**src/countdown_timer_bank_top_macros.svh**
```systemverilog
`ifndef COUNTDOWN_TIMER_BANK_TOP_MACROS_SVH
`define COUNTDOWN_TIMER_BANK_TOP_MACROS_SVH

// same-cycle implication, disabled in reset
`define CTB_ASSERT_IMPL(lbl, clk, rst, ante, cons) \
   lbl: assert property (@(posedge clk) disable iff (rst) (ante) |-> (cons)) \
      else $error("countdown timer bank: same-cycle check failed");

// next-cycle implication, disabled in reset
`define CTB_ASSERT_NEXT(lbl, clk, rst, ante, cons) \
   lbl: assert property (@(posedge clk) disable iff (rst) (ante) |=> (cons)) \
      else $error("countdown timer bank: next-cycle check failed");

`endif

```
**src/ctb_pkg.sv**
```systemverilog
package ctb_pkg;

   localparam int NUM_TIMERS    = 8;
   localparam int COUNT_WIDTH   = 32;
   localparam int DIGIT_WIDTH   = 8;
   localparam int NUM_DIGITS    = (COUNT_WIDTH + DIGIT_WIDTH - 1) / DIGIT_WIDTH;
   localparam int PAD_WIDTH     = NUM_DIGITS * DIGIT_WIDTH;
   localparam int IDX_WIDTH     = (NUM_TIMERS > 1) ? $clog2(NUM_TIMERS) : 1;
   localparam int DIG_CNT_WIDTH = (NUM_DIGITS > 1) ? $clog2(NUM_DIGITS) : 1;

   localparam int COMMAND_WIDTH = 2;
   localparam int INDEX_WIDTH   = 3;
   localparam int VALUE_WIDTH   = 32;
   localparam int MASK_WIDTH    = 8;
   localparam int TALLY_WIDTH   = 16;
   localparam int OUT_WIDTH     = 32;
   localparam int MASK_LANES    = (NUM_TIMERS < MASK_WIDTH) ? NUM_TIMERS : MASK_WIDTH;

   typedef logic [COMMAND_WIDTH-1:0] command_type;
   typedef logic [IDX_WIDTH-1:0]     index_type;
   typedef logic [DIG_CNT_WIDTH-1:0] digit_cnt_type;
   typedef logic [DIGIT_WIDTH-1:0]   digit_type;
   typedef logic [COUNT_WIDTH-1:0]   count_type;
   typedef logic [PAD_WIDTH-1:0]     shift_type;
   typedef logic [TALLY_WIDTH-1:0]   tally_type;
   typedef logic [OUT_WIDTH-1:0]     count_out_type;
   typedef logic [MASK_WIDTH-1:0]    mask_type;

   localparam command_type CMD_TICK = 2'd0;
   localparam command_type CMD_ADD  = 2'd1;
   localparam command_type CMD_LOAD = 2'd2;
   localparam command_type CMD_READ = 2'd3;

   // per-lane results gathered while the digits go by
   typedef struct packed {
      logic nz;       // counter nonzero
      logic one;      // counter equals one so far
      logic pend_nz;  // queued load nonzero
      logic borrow;   // decrement borrow into the next digit
   } lane_flags_type;

   // drop the low digit, insert a new digit at the top
   function automatic shift_type shift_digit(shift_type x, digit_type d);
      shift_type r;
      r = (x >> DIGIT_WIDTH) | (shift_type'(d) << (PAD_WIDTH - DIGIT_WIDTH));
      return r;
   endfunction

endpackage

```
**src/countdown_timer_bank_top.sv**
```systemverilog
// channel   ports                                   handshake
// request   req_command, req_timer_index, req_value  start high while busy low
// response  rsp_expired_mask, rsp_expiry_tally,      rsp_valid strobe, one cycle
//           rsp_count_now, rsp_is_active
//
// Add, load and read act in the cycle they are accepted; the response word follows in the next cycle.
// A tick runs all timers in parallel lanes, one 8-bit digit per cycle, a scan pass
// then an update pass.
// Synchronous reset clears every timer and leaves the block idle.
// The response cannot be stalled; busy alone holds off requests.
`include "countdown_timer_bank_top_macros.svh"

module countdown_timer_bank_top (
   input  logic                          clock,
   input  logic                          reset,
   input  logic                          start,
   output logic                          busy,
   input  logic [ctb_pkg::COMMAND_WIDTH-1:0] req_command,
   input  logic [ctb_pkg::INDEX_WIDTH-1:0]   req_timer_index,
   input  logic [ctb_pkg::VALUE_WIDTH-1:0]   req_value,
   output logic                          rsp_valid,
   output logic [ctb_pkg::MASK_WIDTH-1:0]    rsp_expired_mask,
   output logic [ctb_pkg::TALLY_WIDTH-1:0]   rsp_expiry_tally,
   output logic [ctb_pkg::OUT_WIDTH-1:0]     rsp_count_now,
   output logic                          rsp_is_active
);

   localparam logic [1:0] ST_IDLE   = 2'd0;
   localparam logic [1:0] ST_SCAN   = 2'd1;
   localparam logic [1:0] ST_UPDATE = 2'd2;

   logic [1:0] state_ff, state_in;
   ctb_pkg::digit_cnt_type digit_ff, digit_in;

   ctb_pkg::shift_type ctr_ff  [ctb_pkg::NUM_TIMERS];
   ctb_pkg::shift_type ctr_in  [ctb_pkg::NUM_TIMERS];
   ctb_pkg::shift_type rpt_ff  [ctb_pkg::NUM_TIMERS];
   ctb_pkg::shift_type rpt_in  [ctb_pkg::NUM_TIMERS];
   ctb_pkg::shift_type pend_ff [ctb_pkg::NUM_TIMERS];
   ctb_pkg::shift_type pend_in [ctb_pkg::NUM_TIMERS];
   ctb_pkg::tally_type tally_ff[ctb_pkg::NUM_TIMERS];
   ctb_pkg::tally_type tally_in[ctb_pkg::NUM_TIMERS];
   logic [ctb_pkg::NUM_TIMERS-1:0] active_ff, active_in;
   ctb_pkg::lane_flags_type flags_ff[ctb_pkg::NUM_TIMERS];
   ctb_pkg::lane_flags_type flags_in[ctb_pkg::NUM_TIMERS];

   logic                    rsp_valid_ff, rsp_valid_in;
   ctb_pkg::mask_type       mask_ff, mask_in;
   ctb_pkg::tally_type      out_tally_ff, out_tally_in;
   ctb_pkg::count_out_type  out_count_ff, out_count_in;
   logic                    out_active_ff, out_active_in;

   logic                accept;
   logic                in_range;
   logic                last_digit;
   ctb_pkg::index_type  sel;
   ctb_pkg::shift_type  val_cut;

   assign busy       = (state_ff != ST_IDLE);
   assign accept     = start & ~busy;
   assign in_range   = (int'(req_timer_index) < ctb_pkg::NUM_TIMERS);
   assign sel        = ctb_pkg::index_type'(req_timer_index);
   assign val_cut    = ctb_pkg::shift_type'(ctb_pkg::count_type'(req_value));
   assign last_digit = (digit_ff == ctb_pkg::digit_cnt_type'(ctb_pkg::NUM_DIGITS - 1));

   always_comb begin
      ctb_pkg::digit_type d;
      ctb_pkg::digit_type p;
      ctb_pkg::digit_type r;
      ctb_pkg::digit_type nd;
      logic [ctb_pkg::DIGIT_WIDTH:0] diff;
      logic fire;

      state_in      = state_ff;
      digit_in      = digit_ff;
      ctr_in        = ctr_ff;
      rpt_in        = rpt_ff;
      pend_in       = pend_ff;
      tally_in      = tally_ff;
      active_in     = active_ff;
      flags_in      = flags_ff;
      rsp_valid_in  = 1'b0;
      mask_in       = mask_ff;
      out_tally_in  = out_tally_ff;
      out_count_in  = out_count_ff;
      out_active_in = out_active_ff;
      d    = '0;
      p    = '0;
      r    = '0;
      nd   = '0;
      diff = '0;
      fire = 1'b0;

      case (state_ff)
         ST_IDLE: begin
            if (accept) begin
               if (req_command == ctb_pkg::CMD_TICK) begin
                  state_in = ST_SCAN;
                  digit_in = '0;
                  for (int i = 0; i < ctb_pkg::NUM_TIMERS; i++) begin
                     flags_in[i] = '{nz: 1'b0, one: 1'b0, pend_nz: 1'b0, borrow: 1'b1};
                  end
               end else begin
                  rsp_valid_in  = 1'b1;
                  mask_in       = '0;
                  out_tally_in  = '0;
                  out_count_in  = '0;
                  out_active_in = 1'b0;
                  if (in_range) begin
                     case (req_command)
                        ctb_pkg::CMD_ADD: begin
                           rpt_in[sel]    = val_cut;
                           ctr_in[sel]    = val_cut;
                           tally_in[sel]  = '0;
                           pend_in[sel]   = '0;
                           active_in[sel] = 1'b1;
                        end
                        ctb_pkg::CMD_LOAD: begin
                           pend_in[sel] = val_cut;
                        end
                        default: begin
                        end
                     endcase
                     out_tally_in  = tally_in[sel];
                     out_count_in  = ctb_pkg::count_out_type'(ctr_in[sel]);
                     out_active_in = active_in[sel];
                  end
               end
            end
         end

         ST_SCAN: begin
            // rotate counter and queued load, gather flags
            for (int i = 0; i < ctb_pkg::NUM_TIMERS; i++) begin
               d = ctr_ff[i][ctb_pkg::DIGIT_WIDTH-1:0];
               p = pend_ff[i][ctb_pkg::DIGIT_WIDTH-1:0];
               flags_in[i].nz      = flags_ff[i].nz | (d != '0);
               flags_in[i].pend_nz = flags_ff[i].pend_nz | (p != '0);
               if (digit_ff == '0) begin
                  flags_in[i].one = (d == ctb_pkg::digit_type'(1));
               end else begin
                  flags_in[i].one = flags_ff[i].one & (d == '0);
               end
               ctr_in[i]  = ctb_pkg::shift_digit(ctr_ff[i], d);
               pend_in[i] = ctb_pkg::shift_digit(pend_ff[i], p);
            end
            digit_in = digit_ff + 1'b1;
            if (last_digit) begin
               state_in = ST_UPDATE;
               digit_in = '0;
            end
         end

         ST_UPDATE: begin
            for (int i = 0; i < ctb_pkg::NUM_TIMERS; i++) begin
               d    = ctr_ff[i][ctb_pkg::DIGIT_WIDTH-1:0];
               p    = pend_ff[i][ctb_pkg::DIGIT_WIDTH-1:0];
               r    = rpt_ff[i][ctb_pkg::DIGIT_WIDTH-1:0];
               diff = {1'b0, d} - {{ctb_pkg::DIGIT_WIDTH{1'b0}}, flags_ff[i].borrow};
               flags_in[i].borrow = diff[ctb_pkg::DIGIT_WIDTH];
               if (active_ff[i] & flags_ff[i].pend_nz) begin
                  nd = p;
               end else if (active_ff[i] & flags_ff[i].one) begin
                  nd = r;
               end else if (active_ff[i] & flags_ff[i].nz) begin
                  nd = diff[ctb_pkg::DIGIT_WIDTH-1:0];
               end else begin
                  nd = d;
               end
               ctr_in[i] = ctb_pkg::shift_digit(ctr_ff[i], nd);
               rpt_in[i] = ctb_pkg::shift_digit(rpt_ff[i], r);
               // consume the queued load as it goes out
               if (active_ff[i] & flags_ff[i].pend_nz) begin
                  pend_in[i] = ctb_pkg::shift_digit(pend_ff[i], '0);
               end else begin
                  pend_in[i] = ctb_pkg::shift_digit(pend_ff[i], p);
               end
               if (last_digit & active_ff[i] & flags_ff[i].one) begin
                  tally_in[i] = tally_ff[i] + 1'b1;
               end
            end
            digit_in = digit_ff + 1'b1;
            if (last_digit) begin
               state_in      = ST_IDLE;
               digit_in      = '0;
               rsp_valid_in  = 1'b1;
               mask_in       = '0;
               out_tally_in  = '0;
               out_count_in  = '0;
               out_active_in = 1'b0;
               for (int m = 0; m < ctb_pkg::MASK_LANES; m++) begin
                  fire       = active_ff[m] & flags_ff[m].one;
                  mask_in[m] = fire;
               end
            end
         end

         default: begin
            state_in = ST_IDLE;
            digit_in = '0;
         end
      endcase
   end

   always_ff @(posedge clock) begin
      if (reset) begin
         state_ff     <= ST_IDLE;
         digit_ff     <= '0;
         rsp_valid_ff <= 1'b0;
         active_ff    <= '0;
         for (int i = 0; i < ctb_pkg::NUM_TIMERS; i++) begin
            ctr_ff[i]   <= '0;
            rpt_ff[i]   <= '0;
            pend_ff[i]  <= '0;
            tally_ff[i] <= '0;
         end
      end else begin
         state_ff     <= state_in;
         digit_ff     <= digit_in;
         rsp_valid_ff <= rsp_valid_in;
         active_ff    <= active_in;
         ctr_ff       <= ctr_in;
         rpt_ff       <= rpt_in;
         pend_ff      <= pend_in;
         tally_ff     <= tally_in;
      end
   end

   always_ff @(posedge clock) begin
      flags_ff      <= flags_in;
      mask_ff       <= mask_in;
      out_tally_ff  <= out_tally_in;
      out_count_ff  <= out_count_in;
      out_active_ff <= out_active_in;
   end

   assign rsp_valid        = rsp_valid_ff;
   assign rsp_expired_mask = mask_ff;
   assign rsp_expiry_tally = out_tally_ff;
   assign rsp_count_now    = out_count_ff;
   assign rsp_is_active    = out_active_ff;

   `CTB_ASSERT_NEXT(a_cmd_responds, clock, reset,
      accept && (req_command != ctb_pkg::CMD_TICK), rsp_valid)
   `CTB_ASSERT_NEXT(a_tick_responds, clock, reset,
      (state_ff == ST_UPDATE) && last_digit, rsp_valid && (state_ff == ST_IDLE))
   `CTB_ASSERT_IMPL(a_rsp_when_idle, clock, reset, rsp_valid, !busy)
   `CTB_ASSERT_NEXT(a_scan_to_update, clock, reset,
      (state_ff == ST_SCAN) && last_digit, (state_ff == ST_UPDATE) && (digit_ff == '0))
   `CTB_ASSERT_IMPL(a_mask_only_on_tick, clock, reset,
      rsp_valid && (rsp_expired_mask != '0),
      (rsp_expiry_tally == '0) && (rsp_count_now == '0) && !rsp_is_active)

endmodule

```
**config.mk**
```make
export PLATFORM = sky130hd
export DESIGN_NAME = countdown_timer_bank_top
export DESIGN_NICKNAME = d
export VERILOG_FILES = /design/src/ctb_pkg.sv /design/src/countdown_timer_bank_top.sv
export VERILOG_INCLUDE_DIRS = /design/src /design/src/src
export SDC_FILE = /design/constraint.sdc
export NUM_CORES = 2
export LEC_CHECK = 0
export BUFFER_PORTS_ARGS = -buffer_cell sky130_fd_sc_hd__buf_2
export CAP_MARGIN = 5
export CORE_MARGIN = 4
export CORE_UTILIZATION = 49
export CTS_CLUSTER_DIAMETER = 200
export DETAILED_ROUTE_END_ITERATION = 6
export HOLD_SLACK_MARGIN = 0.03
export PLACE_DENSITY = 0.71
export SYNTH_ARGS = -nofsm -noshare
export SYNTH_HDL_FRONTEND = slang
export SYNTH_SLANG_ARGS = --single-unit
export TNS_END_PERCENT = 1
```
**constraint.sdc**
```tcl
create_clock -name clock -period 2.9 [get_ports clock]
set_input_delay 0.58 -clock clock [delete_from_list [all_inputs] [get_ports clock]]
set_output_delay 0.58 -clock clock [all_outputs]
set_load 0.02 [all_outputs]
```
==> impl_metrics.tcl <==
set metrics [dict create \
    rsz0062_at_grt "no" \
    cts_buffers 106 \
    core_sq_um 102000 \
    hp-class "in -> reg" \
    hold_buffers 0 \
    crit_fanout 32 \
    synth-edff-count 89 \
    seq_power_share_pct 35.6 \
    post_synth.cell_area_avg_sq_um 8.52 \
    cp-end-kind "flip-flop" \
    layout.nets 6087 \
    drt_iter0_drc 8991 \
    drt_first_pass_iters 6 \
    combinationalPowerShare_pct 37.0 \
    final.fill_count 9228 \
    synth_top_area_share_pct 36.1 \
    synthArstFlopShare_pct 0 \
    cts_resized 0 \
    syn_to_final_growth_pct 16.7 \
    p_leak_nw 21.4 \
    clock.fmax_ghz 0.352 \
    ys.flop_type "dfxtp_1" \
    drt_wl_total_um 270000 \
    num_vias 55011 \
    fin_util_pct 57.7 \
    max-slew-margin-rel_pct 14.9 \
    dieArea_sq_um 108000 \
    cts_tree "built" \
    worstPathArrival_ns 3.48 \
    p_sw_mw 21.5 \
    start_kind "flip-flop" \
    die_height_um 329 \
    grt_max_degree 192 \
    drt-vias-per-instance 7.35 \
    io_pins 99 \
    finalHoldViolCount 0 \
    power.internal_mw 31.1 \
    cts.clk_slew.worst_paths_ns 0.06 \
    synth_warnings 0 \
    worstSetupPathType "reg -> reg" \
    clock_power_share_pct 27.4 \
    fin_crit_sh_pct 97.9 \
    max-clock-path-buffers 3 \
    worstMarginPinSlew_ns 1.28 \
    finalSetupTns_ns 0 \
    seq_area_frac_synth_pct 41.4 \
    globalplace.congestion 1.10 \
    clock_latency_ns 0.74 \
    drive_gt1_share_pct 15.2 \
    drc 2 \
    grt_usage_pct 47.9 \
    syn_area_sq_um 50400 \
    grt_overflow 0 \
    htree_num_levels 3 \
    peakVddDrop_mv 0.884 \
    fin_skew_ns 0.0456 \
    cts_setup_buffers 0 \
    numPortBuffers 98 \
    holdWs_ns 0.419 \
    synthCells 5914 \
    worstPathRequired_ns 3.54 \
    synthesis.nets 5990 \
    grt_pass1_wl_um 375000 \
    finalSetupViolCount 0 \
    synth_seq_cells 998 \
    power_density_nw_per_um2 894 \
    place_hpwl_um 197000 \
    period_minus_slack_ns 2.84 \
    violations "DRC" \
    initial_core_util_pct 49.5 \
    ys_top_cells_by_area "dfxtp_1, a2bb2oi_1, o22ai_1" \
    root_buffer "clkbuf_16" \
    die_x_um 329 \
    status "complete, but fails checks" \
    clock-sinks 998 \
    antenna_left 0 \
    antenna_found_initial 38 \
    slew_viol_final 0 \
    grt_pass1_vias 49213 \
    wl_per_cell_um 36.0 \
    ys_types 101 \
    yosysTopAreaCell "dfxtp_1" \
    cap_violations 0 \
    rows 117 \
    swShare_pct 40.9 \
]
==> worst max-delay path, cell delays in order (launching register included) <==
cell	delay, ns
dfxtp_1	0.34
inv_1	0.19
ha_4	0.24
inv_2	0.12
a21oi_1	0.46
nor2_2	0.32
a21oi_4	0.87
o2bb2ai_1	0.20
==> cells in the final DEF, fill, tap and decap left out, types with 43 or more instances in the layout <==
cell type  synthesis  layout
o2bb2ai_1        268     268
nor4_1            44      44
nand2_1          330     330
edfxtp_1          89      89
a21oi_1          532     516
a221oi_1          46      46
clkbuf_16          0     114
nor3_1            97      96
inv_1             56      55
a22oi_1           67      67
dfxtp_1          909     909
o22ai_1          451     451
a31oi_1           79      79
o21ai_0          213     213
buf_4             26     414
nand4_1           59      59
buf_12             0      86
nor2_1           702     696
nand3_1          146     146
and3_1            44      43
buf_2            204      94
mux2i_1           53      52
and2_1            48      48
a2bb2oi_1        410     409
==> flip-flops by register name (all words and copies together), names as in the netlist <==
register          cells
active_ff             8
ctr_ff              256
digit_ff              2
flags_ff             32
pend_ff             256
rpt_ff              256
rsp_count_now        32
rsp_expired_mask      8
rsp_expiry_tally     16
rsp_is_active         1
rsp_valid             1
state_ff              2
tally_ff            128
==> synth_stat cells (15+ instances only) <==
| cell type | n |
|---|---|
| dfxtp_1 | 909 |
| nor2_1 | 702 |
| a21oi_1 | 532 |
| o22ai_1 | 451 |
| a2bb2oi_1 | 410 |
| nand2_1 | 330 |
| clkbuf_1 | 322 |
| o2bb2ai_1 | 268 |
| o21ai_0 | 213 |
| buf_2 | 204 |
| nand3_1 | 146 |
| nor3_1 | 97 |
| edfxtp_1 | 89 |
| a31oi_1 | 79 |
| a22oi_1 | 67 |
| nand4_1 | 59 |
| inv_1 | 56 |
| buf_1 | 53 |
| mux2i_1 | 53 |
| and2_1 | 48 |
| a221oi_1 | 46 |
| and3_1 | 44 |
| nor4_1 | 44 |
| o211ai_1 | 38 |
| ha_1 | 36 |
| mux2_2 | 32 |
| or3_1 | 29 |
| nand3b_1 | 28 |
| nor2b_1 | 28 |
| buf_4 | 26 |
| o31ai_1 | 25 |
| a311oi_1 | 24 |
| o221ai_1 | 24 |
| a211oi_1 | 23 |
| a32oi_1 | 19 |
| nor3b_1 | 17 |
| a22o_1 | 16 |
| a21o_1 | 15 |
| nand2b_1 | 15 |
| o32ai_1 | 15 |
==> per-layer routing <==
metal,wire length (um),track usage (%)
met2,109000,67.4
met1,101000,62.8
met5,128,0
met4,23000,32.6
met3,36500,14.6
==> stage by stage <==
stage	cells	area (sq um)	power (mW)	setup slack, ns
after CTS	7464	58700	51.5	0.134
final	7485	58800	52.6	0.0602
after global routing	7467	58800	53.6	0.0169
after global placement	7270	55100	37.2	-0.0268
after floorplan	5914	50400	28.4	0.296
after detailed placement	7270	55100	37.3	-0.0715
==> path summary, 6_finish.rpt <==
check	startpoint	endpoint	slack, ns	cells past startpoint
worst min register to register	pend_ff[82]	pend_ff[82]	0.46	1
worst max register to register	state_ff[0]	pend_ff[18]	0.06	7
worst min-delay path	reset	tally_ff[55]	0.42	3
worst max-delay path	state_ff[0]	pend_ff[18]	0.06	7
==> power by group through the flow <==
stage          Clock [mW]  Sequential, mW  Combinational [mW]
5_1_grt              14.9            18.7                20.0
6_report             14.4            18.7                19.4
4_1_cts              14.4            18.5                18.6
3_5_place_dp            0            18.8                18.5
2_1_floorplan           0            17.7                10.7
3_3_place_gp            0            18.8                18.4
==> final cells by class <==
cell class	instances	area [sq um]	share of cell area, %
clock buffers	166	3330	5.67
inverters	62	250	0.426
multi-input cells	4248	27000	45.9
well taps	1368	1710	2.91
flip-flops and latches	998	20900	35.5
repair buffers	595	5320	9.04
clock inverters	28	300	0.511
diodes	20	50.0	0.0851
==> logic make-up (layout without fill, tap and decap cells) <==
| kind of cell | after synthesis | count (layout) | synth area share [%] |
|---|---|---|---|
| AOI/OAI and AO/OA | 2422 | 2423 | 33.9 |
| xor gates and xnor gates | 23 | 23 | 0.400 |
| adders and majority gates | 36 | 36 | 0.894 |
| buffers and inverters | 669 | 851 | 5.71 |
| DFF | 998 | 998 | 41.4 |
| muxes | 96 | 96 | 2.26 |
| other | 0 | 20 | 0 |
| and+or+nand+nor | 1670 | 1670 | 15.4 |
(Power assumes the default switching activity.)
